[src/hdl/modular_exponentiation_top_macros.svh]
// Assertion macros for the modular exponentiation RTL.
`ifndef MODULAR_EXPONENTIATION_TOP_MACROS_SVH
`define MODULAR_EXPONENTIATION_TOP_MACROS_SVH

// Same-cycle implication, checked while out of reset.
`define MODEXP_ASSERT_NOW(label, ante, cons, msg) \
   label: assert property (@(posedge clock) disable iff (reset) (ante) |-> (cons)) \
      else $error(msg);

// Next-cycle implication, checked while out of reset.
`define MODEXP_ASSERT_NEXT(label, ante, cons, msg) \
   label: assert property (@(posedge clock) disable iff (reset) (ante) |=> (cons)) \
      else $error(msg);

`endif

[src/hdl/modexp_pkg.sv]
// Types and constants for the modular exponentiation block.
package modexp_pkg;

   localparam int RESIDUE_WIDTH = 32;

   typedef enum logic [4:0] {
      ST_IDLE   = 5'b00001,
      ST_REDUCE = 5'b00010,
      ST_LAUNCH = 5'b00100,
      ST_SCAN   = 5'b01000,
      ST_FINISH = 5'b10000
   } state_type;

endpackage

[src/hdl/modexp_mulmod.sv]
// Bit-serial modular multiplier: r = a * b mod m, multiplier bits MSB first.
module modexp_mulmod #(
   parameter int W = 32
) (
   input  logic         clock,
   input  logic         reset,
   input  logic         start,
   input  logic [W-1:0] a,
   input  logic [W-1:0] b,
   input  logic [W-1:0] m,
   output logic         done,
   output logic [W-1:0] result
);
   import modexp_pkg::*;

   localparam int CW = (W > 1) ? $clog2(W) : 1;

   logic [W-1:0]  r_ff, r_in;
   logic [W-1:0]  b_ff, b_in;
   logic [CW-1:0] count_ff, count_in;
   logic          phase_ff, phase_in;
   logic          busy_ff, busy_in;
   logic          done_ff, done_in;
   logic [W-1:0]  sum;

   function automatic logic [W-1:0] add_mod(input logic [W-1:0] x, input logic [W-1:0] y,
                                            input logic [W-1:0] md);
      logic [W:0] t;
      logic [W:0] d;
      t = {1'b0, x} + {1'b0, y};
      d = t - {1'b0, md};
      if (t >= {1'b0, md}) begin
         return d[W-1:0];
      end
      return t[W-1:0];
   endfunction

   assign sum = add_mod(r_ff, phase_ff ? a : r_ff, m);

   always_comb begin
      r_in     = r_ff;
      b_in     = b_ff;
      count_in = count_ff;
      phase_in = phase_ff;
      busy_in  = busy_ff;
      done_in  = 1'b0;
      if (start) begin
         r_in     = '0;
         b_in     = b;
         count_in = '0;
         phase_in = 1'b0;
         busy_in  = 1'b1;
      end else if (busy_ff) begin
         if (!phase_ff) begin
            r_in     = sum;
            phase_in = 1'b1;
         end else begin
            if (b_ff[W-1]) begin
               r_in = sum;
            end
            b_in     = {b_ff[W-2:0], 1'b0};
            phase_in = 1'b0;
            count_in = count_ff + 1'b1;
            if (count_ff == CW'(W - 1)) begin
               busy_in = 1'b0;
               done_in = 1'b1;
            end
         end
      end
   end

   always_ff @(posedge clock) begin
      r_ff     <= r_in;
      b_ff     <= b_in;
      count_ff <= count_in;
      phase_ff <= phase_in;
      if (reset) begin
         busy_ff <= 1'b0;
         done_ff <= 1'b0;
      end else begin
         busy_ff <= busy_in;
         done_ff <= done_in;
      end
   end

   assign done   = done_ff;
   assign result = r_ff;

endmodule

[src/hdl/modular_exponentiation_top.sv]
// Modular exponentiation: residue = base_value ** power mod divisor, right-to-left.
//
// Request channel (req_*): base, exponent and modulus, taken on valid and ready.
// Response channel (rsp_*): residue and zero-modulus flag, one per request.
// One request is worked on at a time; req_ready is high only while idle.
// A zero divisor skips the multiplies and answers with residue 0 and the error flag set.
// Otherwise the base is first reduced by one bit-serial modular multiply,
// then each exponent bit up to the highest set one is handled by a pair of
// multiplies: the accumulator multiply and the squaring run side by side on
// two bit-serial multipliers, each taking a doubling step and then an add
// step per multiplier bit.
// The next request is taken the cycle after the response is loaded.
// The finished response sits in an output register, so the next request is
// taken while it waits; when the receiver stalls and a second result is
// ready, the block holds it until the register frees.
// Synchronous reset empties the output register and returns to idle.
`include "modular_exponentiation_top_macros.svh"

module modular_exponentiation_top #(
   parameter int OPERAND_WIDTH = 32
) (
   input  logic                                 clock,
   input  logic                                 reset,
   input  logic                                 req_valid,
   output logic                                 req_ready,
   input  logic [OPERAND_WIDTH-1:0]             req_base_value,
   input  logic [OPERAND_WIDTH-1:0]             req_power,
   input  logic [OPERAND_WIDTH-1:0]             req_divisor,
   output logic                                 rsp_valid,
   input  logic                                 rsp_ready,
   output logic [modexp_pkg::RESIDUE_WIDTH-1:0] rsp_residue,
   output logic                                 rsp_zero_modulus_error
);
   import modexp_pkg::*;

   localparam int W = OPERAND_WIDTH;

   state_type              state_ff, state_in;
   logic [W-1:0]           acc_ff, acc_in;
   logic [W-1:0]           bval_ff, bval_in;
   logic [W-1:0]           exp_ff, exp_in;
   logic [W-1:0]           mod_ff, mod_in;
   logic                   err_ff, err_in;
   logic                   rsp_valid_ff, rsp_valid_in;
   logic [RESIDUE_WIDTH-1:0] rsp_residue_ff, rsp_residue_in;
   logic                   rsp_err_ff, rsp_err_in;

   logic                   start0, start1;
   logic [W-1:0]           b0;
   logic                   done0, done1;
   logic [W-1:0]           res0, res1;
   logic [W-1:0]           exp_next;

   modexp_mulmod #(.W(W)) u_mul_acc (
      .clock  (clock),
      .reset  (reset),
      .start  (start0),
      .a      (acc_ff),
      .b      (b0),
      .m      (mod_ff),
      .done   (done0),
      .result (res0)
   );

   modexp_mulmod #(.W(W)) u_mul_sq (
      .clock  (clock),
      .reset  (reset),
      .start  (start1),
      .a      (bval_ff),
      .b      (bval_ff),
      .m      (mod_ff),
      .done   (done1),
      .result (res1)
   );

   assign req_ready = (state_ff == ST_IDLE);
   assign exp_next  = exp_ff >> 1;

   always_comb begin
      state_in       = state_ff;
      acc_in         = acc_ff;
      bval_in        = bval_ff;
      exp_in         = exp_ff;
      mod_in         = mod_ff;
      err_in         = err_ff;
      rsp_valid_in   = rsp_valid_ff && !rsp_ready;
      rsp_residue_in = rsp_residue_ff;
      rsp_err_in     = rsp_err_ff;
      start0         = 1'b0;
      start1         = 1'b0;
      b0             = bval_ff;
      case (state_ff)
         ST_IDLE: begin
            if (req_valid) begin
               mod_in = req_divisor;
               exp_in = req_power;
               err_in = (req_divisor == '0);
               if (req_divisor == '0) begin
                  acc_in   = '0;
                  state_in = ST_FINISH;
               end else begin
                  acc_in   = W'(1);
                  start0   = 1'b1;
                  b0       = req_base_value;
                  state_in = ST_REDUCE;
               end
            end
         end
         ST_REDUCE: begin
            if (done0) begin
               bval_in  = res0;
               state_in = (exp_ff == '0) ? ST_FINISH : ST_LAUNCH;
            end
         end
         ST_LAUNCH: begin
            start0   = 1'b1;
            start1   = 1'b1;
            state_in = ST_SCAN;
         end
         ST_SCAN: begin
            if (done0) begin
               if (exp_ff[0]) begin
                  acc_in = res0;
               end
               bval_in  = res1;
               exp_in   = exp_next;
               state_in = (exp_next == '0) ? ST_FINISH : ST_LAUNCH;
            end
         end
         ST_FINISH: begin
            if (!rsp_valid_ff || rsp_ready) begin
               rsp_valid_in   = 1'b1;
               rsp_residue_in = RESIDUE_WIDTH'(acc_ff);
               rsp_err_in     = err_ff;
               state_in       = ST_IDLE;
            end
         end
         default: begin
            state_in = ST_IDLE;
         end
      endcase
   end

   always_ff @(posedge clock) begin
      acc_ff         <= acc_in;
      bval_ff        <= bval_in;
      exp_ff         <= exp_in;
      mod_ff         <= mod_in;
      err_ff         <= err_in;
      rsp_residue_ff <= rsp_residue_in;
      rsp_err_ff     <= rsp_err_in;
      if (reset) begin
         state_ff     <= ST_IDLE;
         rsp_valid_ff <= 1'b0;
      end else begin
         state_ff     <= state_in;
         rsp_valid_ff <= rsp_valid_in;
      end
   end

   assign rsp_valid              = rsp_valid_ff;
   assign rsp_residue            = rsp_residue_ff;
   assign rsp_zero_modulus_error = rsp_err_ff;

   `MODEXP_ASSERT_NOW(a_mul_in_step, (state_ff == ST_SCAN) && done0, done1,
                      "multipliers out of step")
   `MODEXP_ASSERT_NOW(a_err_zero, rsp_valid_ff && rsp_err_ff, rsp_residue_ff == '0,
                      "error with nonzero residue")
   `MODEXP_ASSERT_NEXT(a_accept_busy, req_valid && req_ready, state_ff != ST_IDLE,
                       "request accepted but idle")
   `MODEXP_ASSERT_NOW(a_no_stray_done, (state_ff == ST_IDLE) || (state_ff == ST_FINISH),
                      !done0 && !done1, "multiplier done outside a multiply")

endmodule
[config.mk]
export PLATFORM = sky130hd
export DESIGN_NAME = modular_exponentiation_top
export DESIGN_NICKNAME = d
export VERILOG_FILES = /design/src/hdl/modexp_pkg.sv /design/src/hdl/modexp_mulmod.sv /design/src/hdl/modular_exponentiation_top.sv
export VERILOG_INCLUDE_DIRS = /design/src /design/src/hdl
export SDC_FILE = /design/constraint.sdc
export NUM_CORES = 1
export LEC_CHECK = 0
export ABC_CLOCK_PERIOD_IN_PS = 11300
export BUFFER_PORTS_ARGS = -buffer_cell sky130_fd_sc_hd__buf_4
export CAP_MARGIN = 10
export CORE_ASPECT_RATIO = 2
export CORE_UTILIZATION = 28
export CTS_CLUSTER_DIAMETER = 200
export DETAILED_ROUTE_END_ITERATION = 6
export PLACE_DENSITY_LB_ADDON = 0.12
export SLEW_MARGIN = 40
export SYNTH_ARGS = -nofsm -noshare
export SYNTH_HDL_FRONTEND = slang
export SYNTH_SLANG_ARGS = --single-unit
export TNS_END_PERCENT = 10
[constraint.sdc]
create_clock -name clock -period 11.3 [get_ports clock]
set_clock_uncertainty 0.2 [all_clocks]
set_input_delay 2.26 -clock clock [delete_from_list [all_inputs] [get_ports clock]]
set_output_delay 2.26 -clock clock [all_outputs]
set_load 0.005 [all_outputs]
# Word level (Yosys, flattened, before mapping)
# Cells that the tools add are included.
[totals]
memories = 0
mem_bits_ro = 0
elab_cells = 127
ram_bits = 0
latch_bits = 0
inputBits = 100
register_bits = 311
[classes]
div = 0
multipliers = 0
mux = 57
n_addsub = 6
order_cmp = 2
n_reduce_logical = 26
bitwise_logic = 2
shift = 0
n_eq_ne = 14
[op_table]
columns = ["operator", "n"]
rows = [
  ["$mux W32", 26],
  ["$pmux W32 S2", 3],
  ["$logic_not A32 Y1", 3],
  ["$add A32 B32 Y33", 2],
  ["$ge A33 B32 Y1", 2],
  ["$sub A32 B32 Y32", 2],
  ["$mux W5", 7],
  ["$pmux W5 S5", 1],
  ["$mux W1", 19],
  ["$reduce_and A2 Y1", 8],
  ["$eq A5 B5 Y1 const B", 3],
  ["$reduce_bool A2 Y1", 6],
  ["$add A5 B1 Y5 const B", 2],
  ["$ne A2 B1 Y1 const B", 4],
  ["$reduce_and A4 Y1", 2],
  ["$ne A2 B2 Y1 const B", 3],
  ["$reduce_and A3 Y1", 2],
  ["$eq A5 B1 Y1 const B", 1],
  ["$eq A5 B2 Y1 const B", 1],
  ["$eq A5 B3 Y1 const B", 1],
  ["$eq A5 B4 Y1 const B", 1],
  ["$reduce_or A4 Y1", 1],
  ["$logic_not A1 Y1", 2],
  ["$not A1 Y1", 2],
  ["other kinds (3)", 3],
]

# Longest topological paths before layout
[depth]
word_depth = 7
ltp_mapped = 28

# Hierarchy
# A second synthesis with hierarchy kept.
[unflattened]
hier_cells = 1999
hier_area_um2 = 20818.7
[by_module_without_submodules]
columns = ["mod", "instances", "seq_area_each_um2", "cells_each", "area_each_um2"]
rows = [
  ["modexp_mulmod at u_mul_acc", 1, 1761.7, 825, 7088.0],
  ["modular_exponentiation_top", 1, 4984.8, 384, 6961.7],
  ["modexp_mulmod at u_mul_sq", 1, 1761.7, 790, 6769.0],
]

# Least setup slack after synthesis
# No wires, ideal clock.
[synth_timing]
path_type = "register to register"
startpoint = "register u_mul_acc.phase_ff"
endpoint = "register u_mul_acc.r_ff[28] (netlist: u_mul_acc.result[28])"
t_required_ps = 10980
path_stages_with_launch = 27
slack_ps = 5393
period_less_slack_ps = 5907
t_arrival_ps = 5586
path_buffers = 4
cell_sequence = "dfxtp_1 clkbuf_1 clkbuf_1 mux2_2 ha_1 a2111oi_0 o21ai_0 a21oi_1 o21ai_0 or2_2 a32oi_1 nand3b_1 nand2_1 xor2_1 ha_1 buf_2 a21o_1 a21o_1 a21o_1 a21o_1 a2111oi_2 o31ai_1 a31oi_4 buf_2 a31oi_1 a211oi_1 nor2_1"
[synth_via]
elab_chain_cells = 7
elab_cells_between_ends = 11
classes_between = "add/sub (2); order compare (1); eq/ne (1); mux (6); reduce/logical (1)"
[synth_rtl]
columns = ["item", "line_no", "rtl"]
rows = [
  ["start, declared", "modexp_mulmod.sv:21", "logic phase_ff, phase_in;"],
  ["start signal, assigned", "modexp_mulmod.sv:76", "phase_ff <= phase_in;"],
  ["$mux W32", "modexp_mulmod.sv:38", "assign sum = add_mod(r_ff, phase_ff ? a : r_ff, m);"],
  ["$add A32 B32 Y33", "modexp_mulmod.sv:30", "t = {1'b0, x} + {1'b0, y};"],
  ["$sub A32 B32 Y32 or $ge A33 B32 Y1 (tied branches)", "modexp_mulmod.sv:31, modexp_mulmod.sv:32", ""],
  ["$mux W32 or $mux W1 (tied branches)", "modexp_mulmod.sv:32", "if (t >= {1'b0, md}) begin"],
  ["$mux W32", "modexp_mulmod.sv:35", "return t[W-1:0];"],
  ["$mux W32", "modexp_mulmod.sv:58", "if (b_ff[W-1]) begin"],
  ["$mux W32", "modexp_mulmod.sv:54", "if (!phase_ff) begin"],
  ["end signal, assigned", "modexp_mulmod.sv:73", "r_ff <= r_in;"],
  ["end, declared", "modexp_mulmod.sv:18", "logic [W-1:0] r_ff, r_in;"],
]
# Parallel ways exist; a longest one is shown, timed or not. The select of a mux whose other input is x is not followed.
# A chain may end at the register's enable or synchronous reset.

# Final worst setup path
[layout_timing]
startpoint = "register u_mul_acc.phase_ff"
endpoint = "register u_mul_acc.r_ff[2] (netlist: u_mul_acc.result[2])"
# Same word-level chain as after synthesis.

==> metrics <==
Clock Tree Root=clkbuf_16; utilization after layout=0.328; Worst Max-Slew Pin Slew=783 ps; # fillers=7356; H-tree levels=2; largest family of logic cells by synthesized area=compound AO/OA/AOI/OAI gates; Avg WL per Cell=19.2 µm; Layout area overhead=15.6%; chip width=190 µm; cell count after synthesis=2150; Vias/cell=5.02; Yosys top cell by area=edfxtp_1; Post-Synthesis Net Count=2386; top_reg_cell synth=edfxtp_1; drt pass-1 iters=5; Multi-input gate area=10800 µm²; post-CTS repair timing setup buffer count=0; sequential cell area=8490 µm²; Final ANT Viol Nets=0; Die Span Y=379 µm; Mapped Area=19900 µm²; Final Hold Vio Count=0; VDD IR-drop max=0.192 mV; Required @ worst endpoint=11500 ps; fin cells=3177; Clock Latency Late Sink=550 ps; placed cells=3114; clk sinks=311; I/O Buffers=134; fin crit period=7290 ps; P per Cell Area=242 nW/µm²; Total GRT Usage=0.170; Initial Utilization=0.284; most common cell in the synthesized netlist=nand2_1; Reg2Reg Depth=25; Async SR Flop Fraction=0; DRC viols=0; max_cap viols=0; Max Slew Vio Count=0; top post-synthesis cells by count=nand2_1, edfxtp_1, a21oi_1; Antenna Cells=0; fmax=137 MHz; Max Root-Sink Buffers=3; worst relative slew slack=0.473; RR Startpoint=u_mul_acc.phase_ff; post-DP HPWL=46300 µm; drt first-iter violations=773; layout cell share with drive strength beyond 1=0.136; master of the slowest instance on the critical path=dfxtp_4; RSZ-0062 raised after global routing=no; total power=5.56 mW; FF-to-FF End=u_mul_acc.result[2]; number of global-route vias before repair=16548; adder-cell share of the synthesized area=0.0871; Post-Route WL=60900 µm; setup_tns=0 ps; critical path launch point=u_mul_acc.phase_ff; worst-path maximum fanout=43; Compound-Gate Fraction of Synth Area=0.183; Most Frequent Cell on Critical Path=a21o_1; Final nets=2484; core area=69900 µm²; post-synthesis xor/xnor area fraction=0.0524; CP endpoint=u_mul_acc.result[2]; CTS-repair resized insts=0; grt ovf=0; final setup violation count=0; Crit path arrival time=7490 ps; Unique masters post-synth=76; Inserted Clock Buffers=35; initial antenna violation count=0; # rows=137; outcome=finished, final reports clean; io pins=135; Die ar.=72100 µm²; Post-Synth Simple-Gate Area=0.172; crit start category=register; top-area cell type share of the netlist area=0.342; largest net degree at the start of global routing=95; Clock transition at path regs=60 ps; Synth area leaders=edfxtp_1, dfxtp_1, ha_1; warnings from Yosys=0; Seq/Total Area, Yosys=0.427; R2R Setup Slk=4010 ps; CP endpoint kind=register; critical path class=reg -> reg; final worst path period share=0.645; max incr delay on CP=680 ps; first-pass GRT wire length=95100 µm; CTS tree=built; GP Congestion=0.912; Yosys reg bits=311; CTS Hold Bufs=0; Post-synth EDFFs=226; via count=15942; Avg Cell Area, Syn=9.24 µm²; P_leak=9.54 nW; Worst Hold Class=reg -> reg; mux contribution to synthesized area=0.0464
==> sequential cells by signal, indices dropped and copies added, names as in the netlist, 5 cells and up <==
register / cells
acc_ff: 32
bval_ff: 32
exp_ff: 32
mod_ff: 32
rsp_residue: 32
u_mul_acc.b_ff: 32
u_mul_acc.result: 32
u_mul_sq.b_ff: 32
u_mul_sq.result: 32
state_ff: 5
u_mul_acc.count_ff: 5
u_mul_sq.count_ff: 5
==> cell usage in the layout, fill, tap and decap left out, drive strengths merged, types with 60 or more instances in the layout <==
cell,count
ha,132
edfxtp,226
buf,157
nand2,393
mux2,65
xnor2,61
inv,68
o21ai,112
dfxtp,85
a21o,60
a21oi,191
nor2,160
==> worst min-delay path by stage <==
stage	from	endpoint	slack, ps	depth (start not counted)
final	err_ff	rsp_zero_modulus_error	230	0
after CTS	err_ff	rsp_zero_modulus_error	230	0
after detailed placement	err_ff	rsp_zero_modulus_error	220	0
after floorplan	err_ff	rsp_zero_modulus_error	200	0
after global placement	err_ff	rsp_zero_modulus_error	220	0
after global routing	err_ff	rsp_zero_modulus_error	250	0
==> cell type report <==
class | instances | share of cell area
inverter | 67 | 0.0109
clock inverter | 15 | 0.00561
clock buffer | 48 | 0.0438
tap | 903 | 0.0492
sequential | 311 | 0.370
multi-input combinational | 1676 | 0.469
timing repair buffer | 157 | 0.0515
==> power by group <==
group	internal, mW	total (mW)	switching (mW)
logic	1.17	2.90	1.73
clock network	0.672	1.18	0.504
registers	1.35	1.49	0.131
==> per-layer routing <==
layer / part of all wire / vias to the layer above / track usage
li1: - / 7982 / -
met1: 0.41 / 7568 / 0.195
met2: 0.52 / 298 / 0.317
met3: 0.030 / 94 / 0.0171
met4: 0.038 / 0 / 0.0702
met5: 0 / - / 0
==> worst max-delay path: cells and delay by family, from the launching register on <==
| family | cells | cell delay [ps] |
|---|---|---|
| simple gates | 5 | 680 |
| flops | 1 | 680 |
| mux | 2 | 640 |
| buf+inv | 1 | 510 |
| fa+ha+maj | 3 | 1040 |
| xor+xnor | 1 | 170 |
| compound gates | 13 | 3110 |
==> cell families (layout without fill, tap and decap cells) <==
| logic type | after synthesis | in the layout |
|---|---|---|
| fa+ha+maj | 136 | 136 |
| simple gates | 774 | 774 |
| xor+xnor | 119 | 119 |
| flops | 311 | 311 |
| mux | 84 | 84 |
| buf+inv | 163 | 287 |
| compound gates | 563 | 563 |
==> metrics by stage <==
step	hold WS (ps)	worst slack, ps	instance area (µm²)
2_1_floorplan	200	5390	19900
3_3_place_gp	218	3650	21800
3_5_place_dp	217	3930	21800
4_1_cts	232	3910	23000
5_1_grt	249	3460	23000
6_report	228	4010	23000
(Power assumes the default switching activity.)
